[src/rtl/hrg_pkg.sv]
// Shared widths, codes and pipeline payload types for the HEALPix ring geometry block.
package hrg_pkg;

    localparam int RES_W     = 14;  // resolution register
    localparam int IDX_W     = 15;  // ring index and pixel position
    localparam int NPHI_W    = 16;  // ring pixel count
    localparam int START_W   = 30;  // ring-order first pixel
    localparam int LOG2_W    = 4;
    localparam int REGION_W  = 2;
    localparam int K_W       = 14;  // pixels per quadrant
    localparam int NUM_W     = 16;  // 2p+s
    localparam int DEN_W     = 17;  // 8k
    localparam int MUL_A_W   = 14;
    localparam int MUL_B_W   = 16;
    localparam int PROD_W    = MUL_A_W + MUL_B_W;
    localparam int NSQ_W     = 27;  // nside squared, nside <= 8192

    // Quotient bits resolved by each divider stage
    localparam int DIV_BITS_PER_STG = 4;

    localparam logic [RES_W-1:0] MAX_NSIDE = 14'd8192;

    typedef enum logic [REGION_W-1:0] {
        REG_NORTH   = 2'd0,
        REG_EQUATOR = 2'd1,
        REG_SOUTH   = 2'd2
    } t_region;

    // Segment that selects the first-pixel formula
    typedef enum logic [1:0] {
        SEG_NORTH   = 2'd0,
        SEG_EQUATOR = 2'd1,
        SEG_SOUTH   = 2'd2
    } t_start_seg;

    typedef struct packed {
        logic [NPHI_W-1:0]  nphi;
        logic [START_W-1:0] start;
        logic               half;
        t_region            region;
        logic [LOG2_W-1:0]  log2;
        logic               bad_ring;
        logic               bad_pixel;
    } t_geom;

    typedef struct packed {
        t_geom               geom;
        t_start_seg          seg;
        logic [MUL_A_W-1:0]  mul_a;
        logic [MUL_B_W-1:0]  mul_b;
        logic [NUM_W-1:0]    num;
        logic [DEN_W-1:0]    den;
    } t_dec;

    typedef struct packed {
        t_geom               geom;
        t_start_seg          seg;
        logic [PROD_W-1:0]   prod;
        logic [NUM_W-1:0]    num;
        logic [DEN_W-1:0]    den;
    } t_mul;

endpackage

[src/rtl/hrg_ring_decode.sv]
// Ring decode stage: region, quadrant size, shift, pixel count, range checks, multiplier operands.
module hrg_ring_decode (
    input  logic                       i_clk,
    input  logic                       i_rst_n,
    input  logic                       i_valid,
    input  logic [hrg_pkg::IDX_W-1:0]  i_ring_index,
    input  logic [hrg_pkg::IDX_W-1:0]  i_pixel_in_ring,
    input  logic [hrg_pkg::RES_W-1:0]  i_nside,
    input  logic [hrg_pkg::LOG2_W-1:0] i_log2,
    output logic                       o_valid,
    output hrg_pkg::t_dec              o_dec
);
    import hrg_pkg::*;

    logic [15:0]      w_t, w_t1, w_p, w_n, w_four_n, w_three_n, w_r;
    logic [16:0]      w_two_t, w_eq_b;
    logic [K_W-1:0]   w_k;
    logic             w_half, w_bad_ring;
    t_region          w_region;
    logic [NPHI_W-1:0] w_nphi;
    t_dec             n_dec;
    logic             r_valid;
    t_dec             r_dec;

    // Common ring arithmetic
    assign w_t       = {1'b0, i_ring_index};
    assign w_t1      = w_t + 16'd1;
    assign w_p       = {1'b0, i_pixel_in_ring};
    assign w_n       = {2'b00, i_nside};
    assign w_four_n  = {i_nside, 2'b00};
    assign w_three_n = w_n + {1'b0, i_nside, 1'b0};
    assign w_r       = w_four_n - 16'd1 - w_t;
    assign w_two_t   = {1'b0, i_ring_index, 1'b0};
    assign w_eq_b    = w_two_t - {1'b0, w_n} + 17'd1;
    assign w_bad_ring = (w_t > (w_four_n - 16'd2));

    // Pick region, quadrant size and half-pixel shift
    always_comb begin
        if (w_t1 < w_n) begin
            w_region = REG_NORTH;
            w_k      = w_t1[K_W-1:0];
            w_half   = 1'b1;
        end else if (w_t1 <= w_three_n) begin
            w_region = REG_EQUATOR;
            w_k      = i_nside;
            w_half   = i_ring_index[0] ^ i_nside[0];
        end else begin
            w_region = REG_SOUTH;
            w_k      = w_r[K_W-1:0];
            w_half   = 1'b1;
        end
    end

    assign w_nphi = {w_k, 2'b00};

    // Assemble the decoded item, zeroing ring fields of a bad ring
    always_comb begin
        n_dec                = '0;
        n_dec.geom.bad_ring  = w_bad_ring;
        n_dec.geom.bad_pixel = !w_bad_ring && (w_p >= w_nphi);
        n_dec.geom.nphi      = w_bad_ring ? '0 : w_nphi;
        n_dec.geom.half      = w_bad_ring ? 1'b0 : w_half;
        n_dec.geom.region    = w_bad_ring ? REG_NORTH : w_region;
        n_dec.geom.log2      = w_bad_ring ? '0 : i_log2;
        n_dec.geom.start     = '0;
        n_dec.num            = {i_pixel_in_ring, w_half};
        n_dec.den            = {w_k, 3'b000};
        if (w_t < w_n) begin
            n_dec.seg   = SEG_NORTH;
            n_dec.mul_a = w_t[MUL_A_W-1:0];
            n_dec.mul_b = w_t1;
        end else if (w_t < w_three_n) begin
            n_dec.seg   = SEG_EQUATOR;
            n_dec.mul_a = i_nside;
            n_dec.mul_b = w_eq_b[MUL_B_W-1:0];
        end else begin
            n_dec.seg   = SEG_SOUTH;
            n_dec.mul_a = w_r[MUL_A_W-1:0];
            n_dec.mul_b = w_r + 16'd1;
        end
    end

    // Stage register
    always_ff @(posedge i_clk) begin
        if (!i_rst_n) begin
            r_valid <= 1'b0;
        end else begin
            r_valid <= i_valid;
        end
        r_dec <= n_dec;
    end

    assign o_valid = r_valid;
    assign o_dec   = r_dec;

endmodule

[src/rtl/hrg_ring_start.sv]
// First-pixel stages: one product per item, then doubled and, for the south cap, mirrored from the total.
module hrg_ring_start (
    input  logic                        i_clk,
    input  logic                        i_rst_n,
    input  logic                        i_valid,
    input  hrg_pkg::t_dec               i_dec,
    input  logic [hrg_pkg::START_W-1:0] i_total,
    output logic                        o_valid,
    output hrg_pkg::t_geom              o_geom,
    output logic [hrg_pkg::NUM_W-1:0]   o_num,
    output logic [hrg_pkg::DEN_W-1:0]   o_den
);
    import hrg_pkg::*;

    t_mul               n_mul;
    t_mul               r_mul;
    logic               r_mul_valid;
    logic [START_W-1:0] w_twice;
    logic [START_W-1:0] n_start;
    t_geom              n_geom;
    t_geom              r_geom;
    logic [NUM_W-1:0]   r_num;
    logic [DEN_W-1:0]   r_den;
    logic               r_valid;

    // Multiply the operands chosen by the decode stage
    always_comb begin
        n_mul      = '0;
        n_mul.geom = i_dec.geom;
        n_mul.seg  = i_dec.seg;
        n_mul.prod = {{MUL_B_W{1'b0}}, i_dec.mul_a} * {{MUL_A_W{1'b0}}, i_dec.mul_b};
        n_mul.num  = i_dec.num;
        n_mul.den  = i_dec.den;
    end

    always_ff @(posedge i_clk) begin
        if (!i_rst_n) begin
            r_mul_valid <= 1'b0;
        end else begin
            r_mul_valid <= i_valid;
        end
        r_mul <= n_mul;
    end

    // Double the product; mirror from the total for the south cap
    assign w_twice = {r_mul.prod[START_W-2:0], 1'b0};

    always_comb begin
        unique case (r_mul.seg)
            SEG_NORTH:   n_start = w_twice;
            SEG_EQUATOR: n_start = w_twice;
            SEG_SOUTH:   n_start = i_total - w_twice;
            default:     n_start = '0;
        endcase
        if (r_mul.geom.bad_ring) begin
            n_start = '0;
        end
    end

    // Merge the first pixel into the ring fields
    always_comb begin
        n_geom       = r_mul.geom;
        n_geom.start = n_start;
    end

    always_ff @(posedge i_clk) begin
        if (!i_rst_n) begin
            r_valid <= 1'b0;
        end else begin
            r_valid <= r_mul_valid;
        end
        r_geom <= n_geom;
        r_num  <= r_mul.num;
        r_den  <= r_mul.den;
    end

    assign o_valid = r_valid;
    assign o_geom  = r_geom;
    assign o_num   = r_num;
    assign o_den   = r_den;

endmodule

[src/rtl/hrg_div_stage.sv]
// One stage of the pipelined restoring divider for the azimuth fraction.
module hrg_div_stage #(
    parameter int PHASE_BITS = 32,
    parameter int STG        = 0
) (
    input  logic                      i_clk,
    input  logic                      i_rst_n,
    input  logic                      i_valid,
    input  hrg_pkg::t_geom            i_geom,
    input  logic [hrg_pkg::DEN_W-1:0] i_rem,
    input  logic [hrg_pkg::DEN_W-1:0] i_den,
    input  logic [PHASE_BITS-1:0]     i_quo,
    output logic                      o_valid,
    output hrg_pkg::t_geom            o_geom,
    output logic [hrg_pkg::DEN_W-1:0] o_rem,
    output logic [hrg_pkg::DEN_W-1:0] o_den,
    output logic [PHASE_BITS-1:0]     o_quo
);
    import hrg_pkg::*;

    localparam int FIRST = STG * DIV_BITS_PER_STG;

    logic [DEN_W:0]      w_sh;
    logic [DEN_W-1:0]    n_rem;
    logic [PHASE_BITS-1:0] n_quo;
    logic                r_valid;
    t_geom               r_geom;
    logic [DEN_W-1:0]    r_rem, r_den;
    logic [PHASE_BITS-1:0] r_quo;

    // Shift, trial-subtract and restore for this stage's quotient bits
    always_comb begin
        n_rem = i_rem;
        n_quo = i_quo;
        w_sh  = '0;
        for (int j = 0; j < DIV_BITS_PER_STG; j++) begin
            if (FIRST + j < PHASE_BITS) begin
                w_sh = {n_rem, 1'b0};
                if (w_sh >= {1'b0, i_den}) begin
                    w_sh  = w_sh - {1'b0, i_den};
                    n_quo = {n_quo[PHASE_BITS-2:0], 1'b1};
                end else begin
                    n_quo = {n_quo[PHASE_BITS-2:0], 1'b0};
                end
                n_rem = w_sh[DEN_W-1:0];
            end
        end
    end

    always_ff @(posedge i_clk) begin
        if (!i_rst_n) begin
            r_valid <= 1'b0;
        end else begin
            r_valid <= i_valid;
        end
        r_geom <= i_geom;
        r_rem  <= n_rem;
        r_den  <= i_den;
        r_quo  <= n_quo;
    end

    assign o_valid = r_valid;
    assign o_geom  = r_geom;
    assign o_rem   = r_rem;
    assign o_den   = r_den;
    assign o_quo   = r_quo;

endmodule

[src/rtl/healpix_ring_geometry_top.sv]
// An accepted item passes through the decode, product, first-pixel and divider stage registers to its result strobe.
// Throughput: one item per cycle; decode, product, first-pixel and divider stages all advance
// every cycle, and the divider resolves four azimuth bits per stage.
// Results are strobed for one cycle each and cannot be held off.
// Reset (synchronous, active low) clears every valid bit, sets nside to 1, and holds busy
// high until the cycle after reset is released.
module healpix_ring_geometry_top #(
    parameter int PHASE_BITS = 32
) (
    input  logic                         i_clk,
    input  logic                         i_rst_n,
    input  logic                         i_cfg_we,
    input  logic [hrg_pkg::RES_W-1:0]    i_cfg_wdata,
    input  logic                         start,
    output logic                         busy,
    input  logic [hrg_pkg::IDX_W-1:0]    i_ring_index,
    input  logic [hrg_pkg::IDX_W-1:0]    i_pixel_in_ring,
    output logic                         o_strobe,
    output logic [hrg_pkg::NPHI_W-1:0]   o_ring_pixels,
    output logic [hrg_pkg::START_W-1:0]  o_ring_start,
    output logic [PHASE_BITS-1:0]        o_phase_turns,
    output logic                         o_half_shifted,
    output logic [hrg_pkg::REGION_W-1:0] o_ring_region,
    output logic [hrg_pkg::LOG2_W-1:0]   o_log2_resolution,
    output logic                         o_bad_ring,
    output logic                         o_bad_pixel
);
    import hrg_pkg::*;

    localparam int NDIV    = (PHASE_BITS + DIV_BITS_PER_STG - 1) / DIV_BITS_PER_STG;
    localparam int LAT_CYC = NDIV + 3;

    logic                r_ready;
    logic                w_accept;
    logic [RES_W-1:0]    n_nside, r_nside;
    logic [LOG2_W-1:0]   n_log2, r_log2;
    logic [NSQ_W-1:0]    r_nsq;
    logic [START_W-1:0]  r_total;
    logic [2*RES_W-1:0]  w_nsq_full;

    logic                w_dec_valid;
    t_dec                w_dec;

    logic                w_dv   [0:NDIV];
    t_geom               w_dg   [0:NDIV];
    logic [DEN_W-1:0]    w_drem [0:NDIV];
    logic [DEN_W-1:0]    w_dden [0:NDIV];
    logic [PHASE_BITS-1:0] w_dquo [0:NDIV];
    logic [NUM_W-1:0]    w_num;
    t_geom               w_out;

    // Accept items once out of reset
    always_ff @(posedge i_clk) begin
        if (!i_rst_n) begin
            r_ready <= 1'b0;
        end else begin
            r_ready <= 1'b1;
        end
    end

    assign busy     = !r_ready;
    assign w_accept = start && r_ready;

    // Clamp the written resolution and find its highest set bit
    always_comb begin
        if (i_cfg_wdata == '0) begin
            n_nside = {{(RES_W-1){1'b0}}, 1'b1};
        end else if (i_cfg_wdata > MAX_NSIDE) begin
            n_nside = MAX_NSIDE;
        end else begin
            n_nside = i_cfg_wdata;
        end
        n_log2 = '0;
        for (int i = 0; i < RES_W; i++) begin
            if (n_nside[i]) begin
                n_log2 = LOG2_W'(i);
            end
        end
    end

    assign w_nsq_full = r_nside * r_nside;

    // Hold the resolution and derive 12*nside^2 through a registered nside squared
    always_ff @(posedge i_clk) begin
        if (!i_rst_n) begin
            r_nside <= {{(RES_W-1){1'b0}}, 1'b1};
            r_log2  <= '0;
            r_nsq   <= {{(NSQ_W-1){1'b0}}, 1'b1};
            r_total <= START_W'(12);
        end else begin
            if (i_cfg_we) begin
                r_nside <= n_nside;
                r_log2  <= n_log2;
            end
            r_nsq   <= w_nsq_full[NSQ_W-1:0];
            r_total <= {r_nsq, 3'b000} + {1'b0, r_nsq, 2'b00};
        end
    end

    hrg_ring_decode u_decode (
        .i_clk           (i_clk),
        .i_rst_n         (i_rst_n),
        .i_valid         (w_accept),
        .i_ring_index    (i_ring_index),
        .i_pixel_in_ring (i_pixel_in_ring),
        .i_nside         (r_nside),
        .i_log2          (r_log2),
        .o_valid         (w_dec_valid),
        .o_dec           (w_dec)
    );

    hrg_ring_start u_start (
        .i_clk   (i_clk),
        .i_rst_n (i_rst_n),
        .i_valid (w_dec_valid),
        .i_dec   (w_dec),
        .i_total (r_total),
        .o_valid (w_dv[0]),
        .o_geom  (w_dg[0]),
        .o_num   (w_num),
        .o_den   (w_dden[0])
    );

    // Seed the divider with 2p+s as the running remainder
    assign w_drem[0] = {1'b0, w_num};
    assign w_dquo[0] = '0;

    for (genvar g = 0; g < NDIV; g++) begin : g_div
        hrg_div_stage #(
            .PHASE_BITS (PHASE_BITS),
            .STG        (g)
        ) u_div (
            .i_clk   (i_clk),
            .i_rst_n (i_rst_n),
            .i_valid (w_dv[g]),
            .i_geom  (w_dg[g]),
            .i_rem   (w_drem[g]),
            .i_den   (w_dden[g]),
            .i_quo   (w_dquo[g]),
            .o_valid (w_dv[g+1]),
            .o_geom  (w_dg[g+1]),
            .o_rem   (w_drem[g+1]),
            .o_den   (w_dden[g+1]),
            .o_quo   (w_dquo[g+1])
        );
    end

    // Drive the result; drop the phase of a bad ring or pixel
    assign w_out             = w_dg[NDIV];
    assign o_strobe          = w_dv[NDIV];
    assign o_ring_pixels     = w_out.nphi;
    assign o_ring_start      = w_out.start;
    assign o_phase_turns     = (w_out.bad_ring || w_out.bad_pixel) ? '0 : w_dquo[NDIV];
    assign o_half_shifted    = w_out.half;
    assign o_ring_region     = w_out.region;
    assign o_log2_resolution = w_out.log2;
    assign o_bad_ring        = w_out.bad_ring;
    assign o_bad_pixel       = w_out.bad_pixel;

    // Every accepted transfer comes out as a result strobe
    a_latency: assert property (@(posedge i_clk) disable iff (!i_rst_n)
        w_accept |-> ##LAT_CYC o_strobe)
        else $error("result strobe missing after fixed latency");

    // A bad ring clears the whole result
    a_bad_ring_zero: assert property (@(posedge i_clk) disable iff (!i_rst_n)
        (o_strobe && o_bad_ring) |-> (o_ring_pixels == '0 && o_ring_start == '0
            && o_phase_turns == '0 && !o_bad_pixel && o_log2_resolution == '0))
        else $error("bad ring result not cleared");

    // A valid ring has a non-zero pixel count that is a multiple of four
    a_ring_len: assert property (@(posedge i_clk) disable iff (!i_rst_n)
        (o_strobe && !o_bad_ring) |-> (o_ring_pixels != '0 && o_ring_pixels[1:0] == 2'b00))
        else $error("ring pixel count malformed");

    // Polar rings are always half-pixel shifted
    a_polar_shift: assert property (@(posedge i_clk) disable iff (!i_rst_n)
        (o_strobe && !o_bad_ring && o_ring_region != REG_EQUATOR) |-> o_half_shifted)
        else $error("polar ring without half-pixel shift");

endmodule

[config.mk]
export PLATFORM = sky130hd
export DESIGN_NAME = healpix_ring_geometry_top
export DESIGN_NICKNAME = d
export VERILOG_FILES = /design/src/rtl/hrg_pkg.sv /design/src/rtl/hrg_ring_decode.sv /design/src/rtl/hrg_ring_start.sv /design/src/rtl/hrg_div_stage.sv /design/src/rtl/healpix_ring_geometry_top.sv
export SDC_FILE = /design/constraint.sdc
export NUM_CORES = 2
export LEC_CHECK = 0
export BUFFER_PORTS_ARGS = -buffer_cell sky130_fd_sc_hd__buf_2
export CAP_MARGIN = 40
export CORE_MARGIN = 2
export CORE_UTILIZATION = 30
export CTS_CLUSTER_SIZE = 24
export DETAILED_ROUTE_END_ITERATION = 7
export PLACE_DENSITY = 0.48
export SLEW_MARGIN = 15
export SYNTH_ARGS = -nofsm -noshare
export SYNTH_HDL_FRONTEND = slang
export SYNTH_SLANG_ARGS = --single-unit
[constraint.sdc]
create_clock -name i_clk -period 15.8 [get_ports i_clk]
set_input_delay 1.58 -clock i_clk [delete_from_list [all_inputs] [get_ports i_clk]]
set_output_delay 1.58 -clock i_clk [all_outputs]
set_load 0.02 [all_outputs]
Word-level counts from Yosys, hierarchy flattened
Cells that the tools add are included.

word-level totals
  bits of input ports = 48
  memories = 0
  flip-flop bits (word level) = 1146
  memory bits (read-only) = 0
  output and inout port bits = 89
  bits in latches = 0
  bits in writable memories = 0

cells by class
  $lt $le $gt $ge = 39
  bitwise gates (word level) = 1
  div/mod/pow operators = 0
  shifts and indexed selects = 0
  reduce and logical (&&, ||, !) cells = 9
  $mul = 2
  eq/ne operators = 2
  $add $sub $neg = 41
  muxes and demuxes = 88

operator list
  operator                                            number
  >= comparator 18 x 17 -> 1 bit                      31
  two-way mux 17 bit                                  31
  subtractor 17 bit                                   31
  two-way mux 32 bit                                  2
  one-hot mux 30 bit (2 select lines)                 1
  two-way mux 14 bit                                  4
  two-way mux 4 bit                                   12
  two-way mux 1 bit                                   36
  adder 16 x 1 -> 16 bit, second input constant       2
  adder 30 x 29 -> 30 bit                             1
  two-way mux 30 bit                                  1
  subtractor 30 bit                                   1
  multiplier 14 x 16 -> 29 bit                        1
  multiplier 14 x 14 -> 27 bit                        1
  >= comparator 17 bit                                1
  adder 14 x 15 -> 16 bit                             1
  adder 15 x 1 -> 16 bit, second input constant       1
  >= comparator 15 x 16 -> 1 bit                      1
  > comparator 15 x 16 -> 1 bit                       1
  less-or-equal comparator 16 bit                     1
  less-than comparator 15 x 16 -> 1 bit               1
  less-than comparator 16 x 14 -> 1 bit               1
  subtractor 16 x 1 -> 16 bit, second input constant  1
  subtractor 16 x 14 -> 16 bit                        1
  14 further kinds                                    17

Longest topological paths before layout
  depth in word-level cells = 16
  gate-level depth with buffers = 47

Cells and area by module
A second synthesis with hierarchy kept.

unflattened totals
  cell total of the unflattened synthesis = 8702
  area, all modules = 82396.5 um^2

by module, submodules not included
  module                     cells an instance  area each (um^2)  times used
  hrg_div_stage              676                6517.5            8
  hrg_ring_start             1298               12737.2           1
  healpix_ring_geometry_top  1065               9359.0            1
  hrg_ring_decode            931                8160.3            1

Least setup slack after synthesis
Ideal clock, no wire load.

  kind = register to register
  start point = reg g_div[5].u_div.r_den[4]
  end point = reg g_div[6].u_div.r_rem[10]
  arrival = 10400 ps
  cell stages (with the launch flop) = 46
  data required time = 15679 ps
  slack = 5279 ps
  period minus slack after synthesis = 10521 ps
  path buffers = 4
  cell sequence = dfxtp_1 inv_1 ha_1 nor2b_1 o31a_1 o21ba_2 o21ba_2 o31ai_1 and2_1 buf_2 inv_2 mux2_2 ha_1 o21ai_0 o21ai_0 a211oi_1 a31oi_1 a221o_1 (+10 left out) and2_1 a31o_2 a211o_1 mux2i_2 buf_2 nor2_1 ha_1 nor2b_1 o21a_1 o21ai_0 a21oi_1 a221oi_1 a21oi_1 a211oi_1 o221ai_1 mux2i_1 buf_4 mux2_2

on the way
  cells in the longest elaborated chain, start to end = 8
  elaborated cells on any way between the ends = 12

ends and longest elaborated chain
  item                                                                        RTL line                                  RTL
  start, declared                                                             hrg_div_stage.sv:28                       logic [DEN_W-1:0] r_rem, r_den;
  start signal, assigned                                                      hrg_div_stage.sv:58                       r_den <= i_den;
  subtractor 17 bit / >= comparator 18 x 17 -> 1 bit (equally long branches)  hrg_div_stage.sv:40, hrg_div_stage.sv:39
  two-way mux 17 bit                                                          hrg_div_stage.sv:39                       if (w_sh >= {1'b0, i_den}) begin
  subtractor 17 bit / >= comparator 18 x 17 -> 1 bit (equally long branches)  hrg_div_stage.sv:40, hrg_div_stage.sv:39
  two-way mux 17 bit                                                          hrg_div_stage.sv:39
  subtractor 17 bit / >= comparator 18 x 17 -> 1 bit (equally long branches)  hrg_div_stage.sv:40, hrg_div_stage.sv:39
  two-way mux 17 bit                                                          hrg_div_stage.sv:39
  subtractor 17 bit / >= comparator 18 x 17 -> 1 bit (equally long branches)  hrg_div_stage.sv:40, hrg_div_stage.sv:39
  two-way mux 17 bit *                                                        hrg_div_stage.sv:39
  via g_div[6].u_div.w_sh[10]                                                 hrg_div_stage.sv:23                       logic [DEN_W:0] w_sh;
  end signal, assigned                                                        hrg_div_stage.sv:57                       r_rem <= n_rem;
  end, declared                                                               hrg_div_stage.sv:28

Mark *: on every way through the listed nets, which the timed path passes. The rest lies on a longest branch.
A chain may end at the register's enable or synchronous reset.

Final worst setup path
  start point = reg g_div[5].u_div.r_den[4]
  end point = reg g_div[6].u_div.r_rem[15]

The elaborated chain is that of the path after synthesis.

==> results.cfg <==
[status]
status = finished clean

[layout]
final_util_pct = 34.1
nFillCells = 23229
syn2layout_area_growth_pct = 13.1
drive_gt1_share_pct = 9.56
final_nets = 8573

[setup_path]
cp_num_buf_inv = 5
end_kind = flop
timing.setup.critical_path_class = flop to flop
cp_max_fo = 15
r2r_setup_slack_ns = 3.31
critPathRequiredTime_ns = 16.43
cp_slowest_stage_delay_ns = 0.60
cp-start-kind = flop
path_delay_family = compound AO/OA/AOI/OAI gates
crit_arrival_ns = 13.12
cpMaxStageDelayCell = o31ai_1

[logic_synthesis]
avgSynthCellArea_um2 = 9.43
yosys.area.top_type = dfxtp_1
yosys-top-cells-area = dfxtp_1 (32%), ha_1 (15%), fa_1 (8.7%)
ys_seq_elements = 1090
synth.distinct_cells = 92
ys_top_cells_by_count = dfxtp_1 (1090), ha_1 (810), inv_1 (630)
post-synth-top-count-cell = dfxtp_1
synthCells = 7257
synth_top_area_share_pct = 31.9
yosys_warnings = 0
ys_async_sr_fraction_pct = 0
synth_edf_count = 0
syn_area_mm2 = 0.0684
synth_seq_area_share_pct = 31.9
synth_ff_type = dfxtp_1

[clocking]
clkLatencyLatePin_ns = 0.78
cts_buffer_depth = 3
postCtsSetupBuffers = 0
ctsHoldBuffers = 0
htreeDepth = 4
cts_resized = 0
cts_buffers = 132
cts_tree = done
cts_root_buf = clkbuf_16
cts.sinks = 1090
clk_pin_slew_worst_paths_ns = 0.06

[grt]
grt_pass1_vias = 53174
gr-total-overflow = 0
grt_pass1_wl_mm = 296
grt_max_degree = 50
grt_antenna_before_repair = 13
track_usage_pct = 16.0

[floorplan]
die_area_mm2 = 0.232
chipWidth_um = 482
io_pins = 137
fp.dieH_um = 482
core_mm2 = 0.227
start_util_pct = 30.1
num_rows = 175

[timing]
tns_ns = 0
finalSetupViolCount = 0
min_period_ns = 12.49
max_slew.worst_pin.slew_ns = 0.873
slew_headroom_pct = 41.0
fmax_ghz = 0.0801
fin_crit_sh_pct = 79.0
rsz0062_at_grt = no
finalMaxSlewViolations = 0
final_hold_viol_count = 0
finalClockSkew_ns = 0.0258

[drt]
ant_nets = 0
viasPerCell = 4.91
vias = 51722
drc = 0
drt_pass1_iterations = 5
drt-initial-drc-count = 2720
wl_per_cell_um = 17.5
totalWireLength_mm = 185

[placed_design]
place_congestion = 0.873
dp_hpwl_mm = 145
io_buffers = 133

[min_path]
hp-class = flop to flop

[job]
cap_violations = 0
==> cells in the final DEF (no fill, tap or decap), drive strengths merged, types with 157 or more instances in the layout <==
cell type / n
nand2: 436
dfxtp: 1090
ha: 810
xnor2: 315
clkbuf: 175
buf: 177
fa: 298
nor2: 465
o21ai: 310
and2: 166
a21o: 218
mux2: 234
xor2: 157
inv: 641
a21oi: 490
==> cell families (layout without fill, tap and decap cells) <==
logic type,Yosys count,count (layout),synth area share [%]
AOI/OAI and AO/OA,1700,1700,16.3
xor gates and xnor gates,472,472,6.04
adders and majority gates,1108,1108,23.5
buffers and inverters,797,1060,4.46
DFF,1090,1090,31.9
muxes,317,317,5.08
other,1,10,0.00548
and+or+nand+nor,1772,1772,12.7
==> stage by stage <==
step | hold slack, ns | worst slack (ns) | instances | instance area, um2
after global routing | 0.316 | 2.57 | 10534 | 77300
after global placement | 0.310 | 3.24 | 10283 | 72500
after floorplan | 0.310 | 5.28 | 7260 | 68400
final | 0.312 | 3.31 | 10538 | 77400
after CTS | 0.310 | 3.35 | 10530 | 77300
after detailed placement | 0.312 | 3.41 | 10290 | 72600
==> flip-flops by register name, summed over array words and instances, names as in the netlist, 4 cells and up <==
name,flops
u_start.o_geom,52
g_div.u_div.o_quo,144
u_start.r_mul,61
g_div.u_div.o_valid,8
r_nsq,26
u_decode.o_dec,85
r_nside,14
g_div.u_div.o_geom,416
g_div.u_div.o_rem,98
g_div.u_div.o_den,98
u_start.n_geom,23
r_total,27
r_log2,4
u_start.o_num,16
u_start.o_den,14
==> final timing paths <==
kind                                           from                           endpoint  cells past startpoint
setup / recovery    g_div[5].u_div.o_den[4]$_DFF_P_   g_div[6].u_div.o_rem[15]$_DFF_P_                     42
hold / removal    g_div[1].u_div.o_geom[45]$_DFF_P_  g_div[2].u_div.o_geom[45]$_DFF_P_                      0
setup reg to reg    g_div[5].u_div.o_den[4]$_DFF_P_   g_div[6].u_div.o_rem[15]$_DFF_P_                     42
hold reg to reg   g_div[1].u_div.o_geom[45]$_DFF_P_  g_div[2].u_div.o_geom[45]$_DFF_P_                      0
==> worst register-to-register path: cells and delay by family, from the launching register on <==
| family | cells | cell delay (ns) |
|---|---|---|
| adder cells (fa/ha/maj) | 4 | 1.42 |
| flip-flops | 1 | 0.38 |
| buffers and inverters | 5 | 1.20 |
| AND/OR/NAND/NOR | 6 | 1.80 |
| multiplexers | 6 | 2.09 |
| AO/OA/AOI/OAI | 21 | 5.49 |
==> final cells by class <==
cell class	instances	area, um2	share of cell area, %
inverters	642	2410	3.12
well taps	3009	3760	4.87
diodes	6	15.0	0.0194
repair buffers	178	1010	1.30
clock inverters	66	1000	1.29
clock buffers	174	3760	4.87
flip-flops and latches	1090	21800	28.2
multi-input cells	5373	43600	56.3
==> routing by layer <==
| layer | up-vias | part of all wire, % | global-route usage (%) |
|---|---|---|---|
| li1 | 25703 | - | - |
| met1 | 24836 | 46 | 21.0 |
| met2 | 909 | 47 | 27.4 |
| met3 | 268 | 3.7 | 2.13 |
| met4 | 6 | 2.3 | 4.15 |
| met5 | - | 0.019 | 0 |
Power is not shown: default switching activity piles up to over one toggle a cycle in this logic, so the estimate is an artifact.
